`src/u8sc_pkg.sv`:
```
// u8sc_pkg: shared types, codes and constants for the UTF-8 structure checker.
// Used by u8sc_classify, u8sc_core and utf8_structure_checker_top.
package u8sc_pkg;

    localparam int OFFSET_BITS_DEF = 32;   // default width of the internal offset
    localparam int ERR_OFFSET_W    = 32;   // width of the reported error offset

    // Masks for the continuation byte test (10xxxxxx)
    localparam logic [7:0] PAYLOAD_MASK = 8'b0011_1111;
    localparam logic [7:0] CONT_MARK    = 8'b1000_0000;

    // Request opcodes
    localparam logic OP_DATA = 1'b0;
    localparam logic OP_END  = 1'b1;

    typedef enum logic [1:0] {
        VERDICT_NONE    = 2'd0,
        VERDICT_VALID   = 2'd1,
        VERDICT_INVALID = 2'd2
    } t_verdict;

    // Decode of one stream byte
    typedef struct packed {
        logic       lead_ok;    // legal lead byte (ASCII or multi-byte start)
        logic [1:0] lead_len;   // continuation bytes the lead requires
        logic       is_cont;    // byte is 10xxxxxx
    } t_byte_class;

    // One result item
    typedef struct packed {
        t_verdict                  verdict;
        logic [ERR_OFFSET_W-1:0]   error_offset;
    } t_result;

endpackage

```
`src/utf8_structure_checker_top.sv`:
```
// A request is taken into the input register; its result is then loaded from the core
// into the result register once that register is empty or being drained.
// Throughput: one request per cycle while the result side keeps draining, set by the
// combinational classify and the registered state update in u8sc_core.
// A waiting result blocks intake only once the input register is full: the input
// register takes requests while it is empty or while the result register can load.
// Reset (i_rst_n low, synchronous): both stages empty, all tracking state zero.
//
// utf8_structure_checker_top: valid/ready wrapper around u8sc_core.
// Depends on u8sc_pkg, u8sc_core, u8sc_classify.
module utf8_structure_checker_top #(
    parameter int OFFSET_BITS = u8sc_pkg::OFFSET_BITS_DEF
) (
    input  logic                              i_clk,
    input  logic                              i_rst_n,
    // request channel
    input  logic                              i_valid,
    output logic                              o_ready,
    input  logic                              i_op,
    input  logic [7:0]                        i_data_byte,
    // result channel
    output logic                              o_valid,
    input  logic                              i_ready,
    output logic [1:0]                        o_verdict,
    output logic [u8sc_pkg::ERR_OFFSET_W-1:0] o_error_offset
);

    // Input register: holds one request for the core
    logic       r_in_valid;
    logic       r_in_op;
    logic [7:0] r_in_byte;

    // Result register
    logic              r_out_valid;
    u8sc_pkg::t_result r_result;

    u8sc_pkg::t_result w_result;
    logic              w_out_free;   // result register can load this cycle
    logic              w_step;       // core consumes the held request

    // The result register loads when it is empty or being drained this cycle.
    assign w_out_free = !r_out_valid || i_ready;
    assign w_step     = r_in_valid && w_out_free;
    // The input register takes a new request when it is empty or advancing.
    assign o_ready    = !r_in_valid || w_out_free;

    u8sc_core #(
        .OFFSET_BITS (OFFSET_BITS)
    ) u_core (
        .i_clk       (i_clk),
        .i_rst_n     (i_rst_n),
        .i_step      (w_step),
        .i_op        (r_in_op),
        .i_data_byte (r_in_byte),
        .o_result    (w_result)
    );

    // Valid flags: control state, cleared by reset
    always_ff @(posedge i_clk) begin
        if (!i_rst_n) begin
            r_in_valid  <= 1'b0;
            r_out_valid <= 1'b0;
        end else begin
            if (o_ready) begin
                r_in_valid <= i_valid;
            end
            if (w_out_free) begin
                r_out_valid <= w_step;
            end
        end
    end

    // Payload registers: no reset needed
    always_ff @(posedge i_clk) begin
        if (o_ready && i_valid) begin
            r_in_op   <= i_op;
            r_in_byte <= i_data_byte;
        end
        if (w_step) begin
            r_result <= w_result;
        end
    end

    assign o_valid        = r_out_valid;
    assign o_verdict      = r_result.verdict;
    assign o_error_offset = r_result.error_offset;

endmodule

```
`src/u8sc_classify.sv`:
```
// u8sc_classify: combinational decode of one byte into lead length and
// continuation flag. Depends on u8sc_pkg.
module u8sc_classify (
    input  logic [7:0]            i_data_byte,
    output u8sc_pkg::t_byte_class o_class
);

    always_comb begin
        o_class.is_cont  = (i_data_byte & ~u8sc_pkg::PAYLOAD_MASK) == u8sc_pkg::CONT_MARK;
        o_class.lead_ok  = 1'b1;
        o_class.lead_len = 2'd0;
        priority if (i_data_byte[7] == 1'b0) begin
            o_class.lead_len = 2'd0;
        end else if (i_data_byte[7:5] == 3'b110) begin
            o_class.lead_len = 2'd1;
        end else if (i_data_byte[7:4] == 4'b1110) begin
            o_class.lead_len = 2'd2;
        end else if (i_data_byte[7:3] == 5'b11110) begin
            o_class.lead_len = 2'd3;
        end else begin
            o_class.lead_ok  = 1'b0;
        end
    end

endmodule

```
`src/u8sc_core.sv`:
```
// u8sc_core: sequence tracking state, offset counter and verdict logic.
// Depends on u8sc_pkg and u8sc_classify.
module u8sc_core #(
    parameter int OFFSET_BITS = u8sc_pkg::OFFSET_BITS_DEF
) (
    input  logic              i_clk,
    input  logic              i_rst_n,
    input  logic              i_step,        // consume one request this cycle
    input  logic              i_op,
    input  logic [7:0]        i_data_byte,
    output u8sc_pkg::t_result o_result       // result of the request being consumed
);

    u8sc_pkg::t_byte_class w_class;

    logic [1:0]             r_expected, n_expected;
    logic [2:0]             r_seq_len,  n_seq_len;
    logic [OFFSET_BITS-1:0] r_start,    n_start;
    logic                   r_error,    n_error;

    logic [2:0]             w_adv_amt;
    logic                   w_adv;
    logic [OFFSET_BITS:0]   w_sum;
    logic [OFFSET_BITS-1:0] w_start_sat;
    logic [OFFSET_BITS+u8sc_pkg::ERR_OFFSET_W-1:0] w_start_wide;

    u8sc_classify u_classify (
        .i_data_byte (i_data_byte),
        .o_class     (w_class)
    );

    // Saturating advance of the sequence start
    assign w_sum       = {1'b0, r_start} + {{(OFFSET_BITS-2){1'b0}}, w_adv_amt};
    assign w_start_sat = w_sum[OFFSET_BITS] ? {OFFSET_BITS{1'b1}} : w_sum[OFFSET_BITS-1:0];

    assign w_start_wide = {{u8sc_pkg::ERR_OFFSET_W{1'b0}}, r_start};

    always_comb begin
        n_expected = r_expected;
        n_seq_len  = r_seq_len;
        n_start    = r_start;
        n_error    = r_error;
        w_adv      = 1'b0;
        w_adv_amt  = 3'd1;
        o_result.verdict      = u8sc_pkg::VERDICT_NONE;
        o_result.error_offset = '0;

        if (i_op == u8sc_pkg::OP_END) begin
            if (r_error || (r_expected != 2'd0)) begin
                o_result.verdict      = u8sc_pkg::VERDICT_INVALID;
                o_result.error_offset = w_start_wide[u8sc_pkg::ERR_OFFSET_W-1:0];
            end else begin
                o_result.verdict      = u8sc_pkg::VERDICT_VALID;
            end
            n_expected = 2'd0;
            n_seq_len  = 3'd0;
            n_start    = '0;
            n_error    = 1'b0;
        end else begin
            if (!r_error) begin
                if (r_expected == 2'd0) begin
                    if (!w_class.lead_ok) begin
                        n_error = 1'b1;
                    end else if (w_class.lead_len == 2'd0) begin
                        w_adv = 1'b1;
                    end else begin
                        n_expected = w_class.lead_len;
                        n_seq_len  = {1'b0, w_class.lead_len} + 3'd1;
                    end
                end else if (w_class.is_cont) begin
                    n_expected = r_expected - 2'd1;
                    if (r_expected == 2'd1) begin
                        w_adv     = 1'b1;
                        w_adv_amt = r_seq_len;
                        n_seq_len = 3'd0;
                    end
                end else begin
                    n_error = 1'b1;
                end
            end
            if (w_adv) begin
                n_start = w_start_sat;
            end
            // Start never moves on the cycle an error is found
            if (n_error) begin
                o_result.verdict      = u8sc_pkg::VERDICT_INVALID;
                o_result.error_offset = w_start_wide[u8sc_pkg::ERR_OFFSET_W-1:0];
            end
        end
    end

    always_ff @(posedge i_clk) begin
        if (!i_rst_n) begin
            r_expected <= 2'd0;
            r_seq_len  <= 3'd0;
            r_start    <= '0;
            r_error    <= 1'b0;
        end else if (i_step) begin
            r_expected <= n_expected;
            r_seq_len  <= n_seq_len;
            r_start    <= n_start;
            r_error    <= n_error;
        end
    end

    // An open sequence always knows a length longer than what it still owes
    a_len_covers_expected: assert property (@(posedge i_clk) disable iff (!i_rst_n)
        (r_expected != 2'd0) |-> ({1'b0, r_expected} < r_seq_len))
        else $error("sequence length does not cover bytes still expected");

    // With no sequence open and no error, no length is held
    a_idle_len_clear: assert property (@(posedge i_clk) disable iff (!i_rst_n)
        (!r_error && (r_expected == 2'd0)) |-> (r_seq_len == 3'd0))
        else $error("stale sequence length");

    // An error sticks until the end of the stream
    a_error_sticky: assert property (@(posedge i_clk) disable iff (!i_rst_n)
        (r_error && !(i_step && (i_op == u8sc_pkg::OP_END))) |=> r_error)
        else $error("error flag dropped before end of stream");

    // End of stream returns all state to zero
    a_end_clears: assert property (@(posedge i_clk) disable iff (!i_rst_n)
        (i_step && (i_op == u8sc_pkg::OP_END)) |=>
        (!r_error && (r_expected == 2'd0) && (r_seq_len == 3'd0) && (r_start == '0)))
        else $error("state not cleared at end of stream");

    // Data bytes never move the sequence start backward
    a_start_monotonic: assert property (@(posedge i_clk) disable iff (!i_rst_n)
        (i_step && (i_op == u8sc_pkg::OP_DATA)) |=> (r_start >= $past(r_start)))
        else $error("sequence start moved backward");

endmodule

```
`config.mk`:
```
export PLATFORM = sky130hd
export DESIGN_NAME = utf8_structure_checker_top
export DESIGN_NICKNAME = d
export VERILOG_FILES = /design/src/u8sc_pkg.sv /design/src/utf8_structure_checker_top.sv /design/src/u8sc_classify.sv /design/src/u8sc_core.sv
export SDC_FILE = /design/constraint.sdc
export NUM_CORES = 1
export LEC_CHECK = 0
export BUFFER_PORTS_ARGS = -buffer_cell sky130_fd_sc_hd__buf_2
export CELL_PAD_IN_SITES_DETAIL_PLACEMENT = 0
export CELL_PAD_IN_SITES_GLOBAL_PLACEMENT = 1
export CORE_MARGIN = 2
export CORE_UTILIZATION = 39
export CTS_BUF_LIST = sky130_fd_sc_hd__clkbuf_4
export CTS_CLUSTER_SIZE = 16
export DETAILED_ROUTE_END_ITERATION = 7
export GPL_TIMING_DRIVEN = 0
export PLACE_DENSITY = 0.71
export SYNTH_ARGS = -nofsm -noshare
export SYNTH_HDL_FRONTEND = slang
export SYNTH_SLANG_ARGS = --single-unit
```
`constraint.sdc`:
```
create_clock -name i_clk -period 4.1 [get_ports i_clk]
set_input_delay 0 -clock i_clk [delete_from_list [all_inputs] [get_ports i_clk]]
set_output_delay 0 -clock i_clk [all_outputs]
set_load 0.005 [all_outputs]
```
=== Yosys cells after proc, flatten, opt, wreduce, memory -nomap -nowiden ===
Cells that the tools add are included.

* Register bits after elaboration: 83
* Bits in latches: 0
* Bits in writable memories: 0
* ROM bits: 0
* Output and inout bits: 36
* Logic and storage cells: 83
* Memories kept: 0

* Add/subtract/negate cells: 3
* Multipliers: 0
* Divide/modulo/power cells: 0
* Order comparisons: 0
* Equality and inequality tests: 8
* Shifts and indexed selects: 0
* Muxes and demuxes: 46
* Bitwise logic cells: 0
* Reduce and logical (&&, ||, !) cells: 16

{| class="wikitable"
|+ Operator list
! kind !! number
|-
| 32-bit 2-to-1 mux || 4
|-
| 34-bit 2-to-1 mux || 2
|-
| 3-bit 2-to-1 mux || 12
|-
| 32-bit by 3-bit adder with 33-bit output || 1
|-
| 2-bit 2-to-1 mux || 11
|-
| 1-bit 2-to-1 mux || 17
|-
| 6-bit AND reduction || 1
|-
| 3-bit nonzero test || 2
|-
| 5-bit == test (second input constant) || 1
|-
| 5-bit AND reduction || 1
|-
| 4-bit == test (second input constant) || 1
|-
| 2-bit zero test || 2
|-
| 2-bit nonzero test || 2
|-
| 2-bit by 1-bit adder with 3-bit output (second input constant) || 1
|-
| 3-bit == test (second input constant) || 1
|-
| 1-bit logical OR || 3
|-
| 3-bit by 2-bit inequality test with 1-bit output (second input constant) || 1
|-
| 3-bit inequality test (second input constant) || 1
|-
| 2-bit by 1-bit == test with 1-bit output (second input constant) || 1
|-
| 2-bit == test (second input constant) || 1
|-
| 1-bit logical AND || 2
|-
| 1-bit zero test || 2
|-
| 2-bit inequality test (second input constant) || 1
|-
| 2-bit AND reduction || 1
|-
| 2-bit by 1-bit subtractor with 2-bit output (second input constant) || 1
|}

=== Logic depth before layout (Yosys ltp) ===
* Word-level depth: 13
* Mapped depth: 13
* Gate-level depth less buffers: 10

=== Hierarchy ===
A second synthesis with hierarchy kept.

* Cells, all modules: 400
* Area total of the unflattened synthesis: 4,011.3 sq um

{| class="wikitable"
|+ Modules (own cells, without submodules)
! module !! times used !! cells an instance !! area each (sq um) !! sequential area each (sq um)
|-
| u8sc_core || 1 || 341 || 2,568.7 || 760.7
|-
| utf8_structure_checker_top || 1 || 52 || 1,395.1 || 1,331.3
|-
| u8sc_classify || 1 || 7 || 47.5 || 0.0
|}

=== Least setup slack after synthesis ===
Ideal clock, no wire load.

* Path kind: reg2reg
* From: register r_in_valid
* To: register u_core.r_start[26]
* Library setup time: 124 ps
* Arrival: 3,020 ps
* Data required time: 3,976 ps
* Slack: 956 ps
* Cell stages (with the launch flop): 7
* Period minus slack after synthesis: 3,144 ps
* Cell sequence: dfxtp_1 -> inv_1 -> nor2_1 -> a22oi_1 -> buf_2 -> o41ai_1 -> nor2_1

* Cells in the longest elaborated chain, start to end: 2

{| class="wikitable"
|+ Ends and longest elaborated chain
! what !! line !! RTL
|-
| from (decl) || utf8_structure_checker_top.sv:29 || <nowiki>logic r_in_valid;</nowiki>
|-
| from (signal assigned) || utf8_structure_checker_top.sv:65 || <nowiki>r_in_valid <= i_valid;</nowiki>
|-
| 1-bit logical AND || utf8_structure_checker_top.sv:43 || <nowiki>assign w_step = r_in_valid && w_out_free;</nowiki>
|-
| net u_core.i_step || u8sc_core.sv:8 || <nowiki>input logic i_step,</nowiki>
|-
| 2-bit AND reduction (no line) || - ||
|-
| to (signal assigned) || u8sc_core.sv:101 || <nowiki>r_start <= n_start;</nowiki>
|-
| to (decl) || u8sc_core.sv:18 || <nowiki>logic [OFFSET_BITS-1:0] r_start, n_start;</nowiki>
|}

The timed path passes the listed nets, and every way through them passes these cells.
A chain may end at the register's enable or synchronous reset.

=== Worst setup path after layout ===
* From: register r_in_op
* To: register u_core.r_start[25]

* Cells in the longest elaborated chain, start to end: 5

{| class="wikitable"
|+ Ends and longest elaborated chain
! what !! line !! RTL
|-
| from (decl) || utf8_structure_checker_top.sv:30 || <nowiki>logic r_in_op;</nowiki>
|-
| from (signal assigned) || utf8_structure_checker_top.sv:76 || <nowiki>r_in_op <= i_op;</nowiki>
|-
| 3-bit 2-to-1 mux || u8sc_core.sv:48 || <nowiki>if (i_op == u8sc_pkg::OP_END) begin</nowiki>
|-
| 32-bit by 3-bit adder with 33-bit output || u8sc_core.sv:33 || <nowiki>assign w_sum = {1'b0, r_start} + {{(OFFSET_BITS-2){1'b0}}, w_adv_amt};</nowiki>
|-
| 32-bit 2-to-1 mux || u8sc_core.sv:34 || <nowiki>assign w_start_sat = w_sum[OFFSET_BITS] ? {OFFSET_BITS{1'b1}} : w_sum[OFFSET_BITS-1:0];</nowiki>
|-
| 32-bit 2-to-1 mux || u8sc_core.sv:81 || <nowiki>if (w_adv) begin</nowiki>
|-
| 32-bit 2-to-1 mux || u8sc_core.sv:48 ||
|}

Parallel ways exist; a longest one is shown, timed or not. The select of a mux whose other input is x is not followed.

==> results.yml <==
run_status:
  status: "completed"
route:
  vias: 3336
  wl_met3_um: 334
  ant_nets: 0
  totalWireLength_mm: 9.864
  drt_iter0_markers: 122
  viasPerCell: 5.478
  drc_errors: 0
  firstDrtPassIters: 5
  top_layer: "met4"
  met1Wirelength_mm: 4.707
  wl_met2_mm: 4.576
  wl_per_cell_um: 16.20
sta:
  slew_viol_final: 0
  fin_setup_tns_ns: 0
  fin_worst_skew_ns: 0.01578
  finalWorstSetupSlack_ns: 0.4745
  hold_ws_ns: 0.2469
  fmax_ghz: 0.2758
  hold_viol: 0
  maxSlewHeadroom: 0.4904
  tightest_slew_ns: 0.7616
  fin_crit_sh: 0.8843
  rsz0062_at_grt: "false"
  fin_crit_ns: 3.625
  setup_viol: 0
pwr:
  power_density_nw_per_um2: 309.6
  vdd_ir_drop_max_uv: 147.7
  power_leakage_nw: 1.824
global_routing:
  overflow: 0
  grt_pass1_wl_mm: 15.94
  grt_pass1_vias: 3140
  antenna_found_initial: 0
  grt_usage: 0.1850
  grt_max_degree: 27
critical_path:
  critPathKind: "reg -> reg"
  rrSetupSlack_ns: 0.47
  reg2reg_from: "r_in_op"
  reg2regPathDepth: 11
  cp.arrival_ns: 3.96
  required_ns: 4.43
  regToRegEndpoint: "u_core.r_start[25]"
  startpoint: "r_in_op"
  setup.worst_path.start_class: "flop"
  crit_path_end: "u_core.r_start[25]"
  crit_path_end_kind: "flop"
  critPathMaxFanout: 10
clock_network:
  path_clk_slew_ns: 0.13
  htreeDepth: 3
  worst_skew_pair.late_latency_ns: 0.45
  root_buffer: "clkbuf_4"
  cts_tree: "yes"
  ctsResizeCount: 0
  cts_inserted_buffers: 9
  cts.path.max_buffers: 2
  clock_sinks: 80
floorplanning:
  dieArea_um2: 11020
  row_count: 36
  start_util: 0.4048
  core_um2: 9819
  fp.dieH_um: 105.0
  pin_count: 49
  die_width_um: 105.0
placement:
  io_buffers: 45
  place.gp.congestion: 0.8099
  hpwlAfterDp_mm: 6.991
  pre_cts_ws_ns: 0.5784
finish:
  drive_above_1_share: 0.1807
  fillers: 993
  regArea_um2: 2002
  final_util: 0.4738
  syn2layout_area_growth_pct: 17.03
  multi_input_area_um2: 1846
  n_antenna_cell: 0
  fin_nets: 490
logic_synthesis:
  syn-instance-count: 402
  synth_top_cell_by_area: "edfxtp_1"
  syn_area_um2: 3975
  synth_cell_types: 62
  synth-seq-cells: 80
  syn_nets: 421
  synth-async-reset-ratio: 0
  seq_area_frac_synth: 0.5036
  synth_warnings: 0
  netlist_top_cells_area: "edfxtp_1 30%, dfxtp_1 20%, and2_1 6.1%"
  synth_flop_cell: "edfxtp_1"
  ys_top_cells_by_count: "40 x dfxtp_1, 40 x edfxtp_1, 39 x and2_1"
  syn_avg_cell_area_um2: 9.888
  synth_top_area_share: 0.3022
  synth_edf_count: 40
run:
  drv_cap: 0
worst_hold_path:
  hp-class: "in -> reg"
where the power goes:
group | internal (mW) | switching [mW]
clock | 0.194 | 0.273
combinational | 0.0415 | 0.0723
sequential | 0.852 | 0.00630
flip-flops by register name (all words and copies together) (netlist names):
register and flops:
o_error_offset 32, o_valid 1, o_verdict 2, r_in_byte 5
r_in_op 1, r_in_valid 1, u_core.r_error 1, u_core.r_expected 2
u_core.r_seq_len 3, u_core.r_start 32
metrics by stage:
stage / cells / total power [mW] / cell area, µm²
after global routing: 609 / 1.492 / 4652
after global placement: 580 / 0.9771 / 4367
after CTS: 609 / 1.454 / 4652
final: 609 / 1.440 / 4652
after detailed placement: 581 / 0.9820 / 4402
after floorplan: 402 / 0.9381 / 3975
cell families (layout without fill, tap and decap cells):
family / after synthesis / in the layout / share of synthesized area
XOR/XNOR: 1 / 1 / 0.002204
buffers and inverters: 30 / 104 / 0.03399
AND/OR/NAND/NOR: 176 / 176 / 0.2540
AO/OA/AOI/OAI: 107 / 107 / 0.1804
multiplexers: 2 / 2 / 0.005036
flip-flops: 80 / 80 / 0.5036
adder cells (fa/ha/maj): 6 / 6 / 0.02077
cells in the final DEF (no fill, tap or decap), types with 3 or more instances in the layout:
master	n
and3_1	3
edfxtp_1	40
dfxtp_1	40
a31oi_1	3
nand2_1	35
and2_1	39
o21a_1	5
nand2b_1	4
a41oi_1	6
or4_1	3
a21oi_1	25
a22o_1	4
nor2_1	17
buf_2	51
nand4_1	14
o2bb2ai_1	6
nand3_1	25
o21ai_0	19
ha_1	5
o21ai_1	8
clkbuf_4	11
o211ai_1	9
nor3_1	10
clkbuf_1	10
nor4_1	3
dlygate4sd3_1	12
inv_1	11
routing by layer:
metal | vias to the layer above | track usage
met3 | 19 | 0.02308
met4 | 0 | 0.08762
met5 | - | 0
met1 | 1589 | 0.2450
li1 | 1643 | -
met2 | 85 | 0.3001
worst max-delay path, cell delays in order, from the launching register on:
cell and delay (ns):
edfxtp_1 0.34, clkbuf_1 0.27, clkbuf_1 0.46, and3b_1 0.28
and2_1 0.17, ha_1 0.37, nand3_1 0.16, a21oi_1 0.50
clkbuf_1 0.47, nand4_1 0.20, mux2i_1 0.20, nand3_1 0.09
final cells by class:
type	count	share of cell area
Clock buffer	11	0.01775
Sequential cell	80	0.4303
Inverter	11	0.008876
Timing Repair Buffer	58	0.08015
Tap cell	133	0.03577
Clock inverter	5	0.01022
Multi-Input combinational cell	292	0.3967
Buffer	19	0.02017
worst min path at each step:
stage | start | end | cells past startpoint
after floorplan | i_data_byte[3] | r_in_byte[3] | 0
after global placement | i_data_byte[6] | r_in_byte[6] | 1
after detailed placement | i_op | r_in_op | 1
after CTS | i_data_byte[3] | r_in_byte[3] | 2
after global routing | i_data_byte[6] | r_in_byte[6] | 2
final | i_data_byte[4] | r_in_byte[4] | 2
what timing repair did:
item / in CTS / in global routing
hold buffers: 12 / 0
setup buffers: 0 / 0
endpoints found under the hold margin: 9 / 0
No activity file was read; power rests on OpenSTA's default activity.
